<file path="config.mk">
export PLATFORM = sky130hd
export DESIGN_NAME = wsc_seq
export DESIGN_NICKNAME = d
export VERILOG_FILES = /design/src/rtl/assert_macros.svh /design/src/rtl/wsc_pkg.sv /design/src/rtl/wsc_seq.sv
export SDC_FILE = /design/constraint.sdc
export NUM_CORES = 1
export LEC_CHECK = 0
export ABC_AREA = 1
export BUFFER_PORTS_ARGS = -buffer_cell sky130_fd_sc_hd__buf_4
export CORE_UTILIZATION = 40
export CTS_BUF_LIST = sky130_fd_sc_hd__clkbuf_8
export DETAILED_ROUTE_END_ITERATION = 12
export GPL_ROUTABILITY_DRIVEN = 0
export GPL_TIMING_DRIVEN = 0
export PLACE_DENSITY = 0.65
export SYNTH_ARGS = -nofsm -noshare
export SYNTH_HDL_FRONTEND = slang
export SYNTH_SLANG_ARGS = --single-unit
</file>
<file path="constraint.sdc">
create_clock -name clk -period 1.98 [get_ports clk]
set_clock_uncertainty 0.2 [all_clocks]
set_input_delay 0.099 -clock clk [delete_from_list [all_inputs] [get_ports clk]]
set_output_delay 0.099 -clock clk [all_outputs]
set_load 0.03 [all_outputs]
</file>
<file path="src/rtl/assert_macros.svh">
// assert_macros.svh
// Concurrent assertion wrappers shared by the RTL; defining ASSERT_OFF compiles them out.
// No dependencies.
`ifndef ASSERT_MACROS_SVH
`define ASSERT_MACROS_SVH

`ifndef ASSERT_OFF

// expr must hold at every clock edge outside reset
`define ASSERT_ALWAYS(lbl, clk, rst_n, expr, msg) \
	lbl: assert property (@(posedge clk) disable iff (!rst_n) (expr)) else $error(msg);

// cons must hold in the same cycle as ante
`define ASSERT_IMPL(lbl, clk, rst_n, ante, cons, msg) \
	lbl: assert property (@(posedge clk) disable iff (!rst_n) (ante) |-> (cons)) else $error(msg);

// cons must hold in the cycle after ante
`define ASSERT_NEXT(lbl, clk, rst_n, ante, cons, msg) \
	lbl: assert property (@(posedge clk) disable iff (!rst_n) (ante) |=> (cons)) else $error(msg);

`else

`define ASSERT_ALWAYS(lbl, clk, rst_n, expr, msg)
`define ASSERT_IMPL(lbl, clk, rst_n, ante, cons, msg)
`define ASSERT_NEXT(lbl, clk, rst_n, ante, cons, msg)

`endif

`endif

</file>
<file path="src/rtl/wsc_pkg.sv">
// wsc_pkg.sv
// Types, constants and the microcode ROM of the wildcard subsequence counter.
// No dependencies.
package wsc_pkg;

	localparam logic [29:0] PRIME       = 30'd1000000007;
	localparam logic [4:0]  WILDCARD    = 5'd26;
	localparam logic [4:0]  NUM_LETTERS = 5'd26;
	localparam int          CNT_W       = 30;
	localparam int          PROD_W      = 35;
	// quotient estimate: floor(top6 * 549 / 1024) never exceeds floor(x / PRIME)
	// and trails it by at most one
	localparam int          QE_MUL      = 549;
	localparam int          QE_SHIFT    = 10;
	localparam int          TOP_SHIFT   = 29;

	typedef logic [1:0] opcode_t;
	localparam opcode_t OP_CLEAR = 2'd0;
	localparam opcode_t OP_LOAD  = 2'd1;
	localparam opcode_t OP_TEXT  = 2'd2;
	localparam opcode_t OP_NOP   = 2'd3;

	typedef logic [1:0] status_t;
	localparam status_t ST_OK     = 2'd0;
	localparam status_t ST_FULL   = 2'd1;
	localparam status_t ST_BADSYM = 2'd2;

	typedef enum logic [3:0] {
		A_NONE,
		A_INIT,
		A_TAKE,
		A_CLEAR,
		A_LOAD,
		A_BADSYM,
		A_FULL,
		A_TSTART,
		A_ISSUE,
		A_RESP
	} act_t;

	typedef enum logic [3:0] {
		J_NEXT,
		J_ALWAYS,
		J_DISPATCH,
		J_BADSYM,
		J_FULL,
		J_NOTEXT,
		J_MORE,
		J_BUSY,
		J_OUTBUSY
	} jmp_t;

	typedef logic [3:0] step_t;
	localparam step_t S_INIT   = 4'd0;
	localparam step_t S_FETCH  = 4'd1;
	localparam step_t S_CLR    = 4'd2;
	localparam step_t S_LD0    = 4'd3;
	localparam step_t S_LD1    = 4'd4;
	localparam step_t S_LD2    = 4'd5;
	localparam step_t S_LDBAD  = 4'd6;
	localparam step_t S_LDFULL = 4'd7;
	localparam step_t S_TX0    = 4'd8;
	localparam step_t S_TX1    = 4'd9;
	localparam step_t S_TX2    = 4'd10;
	localparam step_t S_RESP0  = 4'd11;
	localparam step_t S_RESP1  = 4'd12;

	typedef struct packed {
		act_t  act;
		jmp_t  jmp;
		step_t target;
	} uword_t;

	typedef struct packed {
		logic    accept;
		opcode_t opcode;
		logic    bad_sym;
		logic    full;
		logic    no_text;
		logic    more;
		logic    busy;
		logic    out_busy;
	} dp_flags_t;

	// a jump not taken falls through to the next step
	function automatic uword_t ucode(input step_t pc);
		uword_t w;
		case (pc)
			S_INIT:   w = '{act: A_INIT,   jmp: J_ALWAYS,   target: S_FETCH};
			S_FETCH:  w = '{act: A_TAKE,   jmp: J_DISPATCH, target: S_FETCH};
			S_CLR:    w = '{act: A_CLEAR,  jmp: J_ALWAYS,   target: S_RESP0};
			S_LD0:    w = '{act: A_NONE,   jmp: J_BADSYM,   target: S_LDBAD};
			S_LD1:    w = '{act: A_NONE,   jmp: J_FULL,     target: S_LDFULL};
			S_LD2:    w = '{act: A_LOAD,   jmp: J_ALWAYS,   target: S_RESP0};
			S_LDBAD:  w = '{act: A_BADSYM, jmp: J_ALWAYS,   target: S_RESP0};
			S_LDFULL: w = '{act: A_FULL,   jmp: J_ALWAYS,   target: S_RESP0};
			S_TX0:    w = '{act: A_TSTART, jmp: J_NOTEXT,   target: S_RESP0};
			S_TX1:    w = '{act: A_ISSUE,  jmp: J_MORE,     target: S_TX1};
			S_TX2:    w = '{act: A_NONE,   jmp: J_BUSY,     target: S_TX2};
			S_RESP0:  w = '{act: A_NONE,   jmp: J_OUTBUSY,  target: S_RESP0};
			S_RESP1:  w = '{act: A_RESP,   jmp: J_ALWAYS,   target: S_FETCH};
			default:  w = '{act: A_NONE,   jmp: J_ALWAYS,   target: S_FETCH};
		endcase
		return w;
	endfunction

endpackage

</file>
<file path="src/rtl/wsc_seq.sv">
// wsc_seq.sv
// Microcode sequencer: step counter, ROM lookup and conditional jumps.
// Depends on wsc_pkg.
module wsc_seq (
	input  logic                clk,
	input  logic                arst_n,
	input  wsc_pkg::dp_flags_t  flags,
	output wsc_pkg::act_t       act
);

	wsc_pkg::step_t  pc_q;
	wsc_pkg::step_t  pc_next;
	wsc_pkg::step_t  dest;
	wsc_pkg::uword_t uw;
	logic            take_jump;

	assign uw  = wsc_pkg::ucode(pc_q);
	assign act = uw.act;

	always_comb begin
		take_jump = 1'b0;
		dest      = uw.target;
		case (uw.jmp)
			wsc_pkg::J_NEXT:    take_jump = 1'b0;
			wsc_pkg::J_ALWAYS:  take_jump = 1'b1;
			wsc_pkg::J_DISPATCH: begin
				take_jump = 1'b1;
				if (flags.accept) begin
					case (flags.opcode)
						wsc_pkg::OP_CLEAR: dest = wsc_pkg::S_CLR;
						wsc_pkg::OP_LOAD:  dest = wsc_pkg::S_LD0;
						wsc_pkg::OP_TEXT:  dest = wsc_pkg::S_TX0;
						wsc_pkg::OP_NOP:   dest = wsc_pkg::S_RESP0;
						default:           dest = wsc_pkg::S_RESP0;
					endcase
				end else begin
					dest = pc_q;
				end
			end
			wsc_pkg::J_BADSYM:  take_jump = flags.bad_sym;
			wsc_pkg::J_FULL:    take_jump = flags.full;
			wsc_pkg::J_NOTEXT:  take_jump = flags.no_text;
			wsc_pkg::J_MORE:    take_jump = flags.more;
			wsc_pkg::J_BUSY:    take_jump = flags.busy;
			wsc_pkg::J_OUTBUSY: take_jump = flags.out_busy;
			default:            take_jump = 1'b0;
		endcase
		pc_next = take_jump ? dest : pc_q + 4'd1;
	end

	always_ff @(posedge clk or negedge arst_n) begin
		if (!arst_n) begin
			pc_q <= wsc_pkg::S_INIT;
		end else begin
			pc_q <= pc_next;
		end
	end

endmodule

</file>
==> metrics <==
share of cells above drive strength 1=0.4570; most frequent cell after synthesis=nand2_1; first-pass GRT wire length=roughly 3200 um; Slew Viols, Final=0; Regs by FF count=pc_q (4); post-synth top area share=0.1538; FF-to-FF End=pc_q[3]$_DFFE_PN0P_; post-synthesis mux area share=0; delay-heaviest family, CP=simple AND/OR/NAND/NOR gates; CTS Buf Count=3; HPWL Detailed=1356 um; starting density of the core=0.4379; floorplan row count=15; synthesis-stage register bit count=4; WL met3=~110 um; Area contributors post-synth=nand2_1 (15%), dfrtp_1 (13%), ha_1 (13%), nand3_1 (8.3%), inv_1 (7.7%); gr ovfl total=0; top post-synthesis cells by count=nand2_1 (32), inv_1 (16), nand3_1 (13); cell chosen for the clock root=clkbuf_8; Die Y=about 46 um; clock sinks=4; Post-Synthesis Cells=119; maximum buffer depth of the clock tree=2; # IOs=15; net count after synthesis=about 140; startpoint types=flop; FF-to-FF path depth=15; post-synth top area cell=nand2_1; reg2reg start=pc_q[0]$_DFFE_PN0P_; Avg Inst Size Synth=6.561 um2; routed vias/inst=5.057; critical path required time=1880 ps; Worst-Skew Late Latency=around 220 ps; die area=about 2100 um2; Port Buf Inserts=14; setup_tns=-305.2 ps; DR iter-0 viols=27; status=finished, violations left; async set-reset flop share out of synthesis=1.000; H-tree depth=1; Highest Signal Layer=met4; n_diodes=0; DRT Pass-1 Iters=5; relative slew slack=0.8246; failing checks=negative setup slack; Reg with most FFs=pc_q; simple-gate area share of the yosys netlist=0.4455; largest net degree at the start of global routing=11; CP Cell Sequence=inv_4 -> ha_4 -> nand3_4 -> nand2_4 -> inv_2 -> nand2_1 -> nand2_1 -> nand2_1 -> nand2_1 -> nand2_2 -> nand2_4 -> nand2_2 -> o21ai_1 -> nand2_1 -> nand2_1; Die W=46.18 um; antenna violations before repair=0; Slew @ Worst Pin=roughly 260 ps; xor and xnor area share after synthesis=0.01122; CTS tree=done; critical path class=reg2reg; routed len/inst=12.06 um; placed cell count=~160; r2r setup slk=-90 ps; Post-Route M1 WL=about 900 um; Global Route Usage Sum=0.2135; top_reg_cell synth=dfrtp_1; DR vias=~900; Max Fanout on Critical Path=7; post-detailed-routing wire length=about 2100 um; Final period util=1.045; drc violations=0; min setup slack post-route=-89.86 ps; fmax=around 480 MHz; Post-Layout Cell Count=around 180; Crit. End Element=flop; Tmin final=between 2000 and 2500 ps; Hold/Removal Path Class=in2async; Worst EP arrival=1970 ps; Crit. Startpoint=pc_q[0]$_DFFE_PN0P_; Buf/Inv on CP=2; P&R area growth vs syn=55.45%; Post-synth EDFFs=0; core area=about 1800 um2; RSZ-0062 raised after global routing=true; max cap viols=0; CP most frequent cell=nand2_1; critical path endpoint=pc_q[3]$_DFFE_PN0P_; Yosys cell types=25; WL met2=1062 um; max incr delay on CP=around 500 ps; max reg flops=4; yosys warns=0; final hold violation count=0; critical path depth=15; Setup Viol. Count Final=4; compound-cell area share of the yosys netlist=0.1026; post-synthesis instance area=~780 um2; nets=about 170; vias in the first global route=between 700 and 800; largest family of logic cells by synthesized area=simple AND/OR/NAND/NOR gates; slowest CP cell=dfrtp_2; Adder-Cell Fraction of Synth Area=0.1282; Reg clk slew, reported paths=30 ps; post-route ant nets=0; post-synthesis sequential area ratio=0.1282
repair_timing:
| item | 4_1_cts | 5_1_grt |
|---|---|---|
| endpoints found under the setup margin | 4 | 5 |
| pin swaps | 8 | 5 |
| hold buffers | 1 | 0 |
| setup buffers | 11 | 4 |
| gates resized for setup | 15 | 5 |
| hold endpoints to repair | 4 | 0 |
routing by layer:
metal  track usage  vias to the layer above
li1              -                      448
met1        0.2653                      396
met2        0.3690                       37
met3       0.02745                        9
met4       0.08235                        0
met5             0                        -
placed cells by master, fill, tap and decap left out, types with 3 or more instances in the layout:
cell      netlist  layout
nand2_1        32      28
buf_4           0      28
inv_1          16      13
nand3_1        13      10
nor2_1          7       7
o21ai_0         8       6
nand3_2         4       6
ha_4            0       6
buf_6           4       4
nand2_2         3       4
nand2_4         1       4
nand4_1         4       4
inv_4           0       3
o21ai_1         1       3
clkbuf_8        0       3
how the worst min path moves through the flow:
stage / start / cells after the start / slack (ps) / to
floorplan: arst_n / 0 / -400 / pc_q[0]$_DFFE_PN0P_
global placement: arst_n / 1 / -300 / pc_q[2]$_DFFE_PN0P_
detailed placement: arst_n / 1 / -300 / pc_q[2]$_DFFE_PN0P_
CTS: arst_n / 2 / 7 / pc_q[2]$_DFFE_PN0P_
global route: arst_n / 2 / 20 / pc_q[2]$_DFFE_PN0P_
finish: arst_n / 2 / 10 / pc_q[2]$_DFFE_PN0P_
layout make-up:
type	instances	area, um2
Fill cell	157	569.3
Sequential cell	4	102.6
Inverter	19	86.33
Tap cell	25	31.28
Multi-Input combinational cell	91	666.9
Clock buffer	3	41.29
Buffer	4	53.80
Timing Repair Buffer	30	231.5
through the flow:
step | hold slack, ps | setup slack [ps] | util | instance area (um2)
5_1_grt | 22.55 | -166.6 | 0.6807 | 1214
2_1_floorplan | -396.6 | -0.5048 | - | 840.8
6_report | 14.11 | -89.86 | 0.6807 | 1214
3_5_place_dp | -302.8 | -213.7 | 0.5481 | 977.2
3_3_place_gp | -304.4 | -209.2 | 0.5481 | 977.2
4_1_cts | 6.855 | -62.91 | 0.6575 | 1172
logic make-up after synthesis:
group                    after synthesis
XOR/XNOR                               1
adder cells (fa/ha/maj)                8
AO/OA/AOI/OAI                         13
buffers and inverters                 24
AND/OR/NAND/NOR                       69
flip-flops                             4
Power is not shown: default switching activity piles up to over one toggle a cycle in this logic, so the estimate is an artifact.
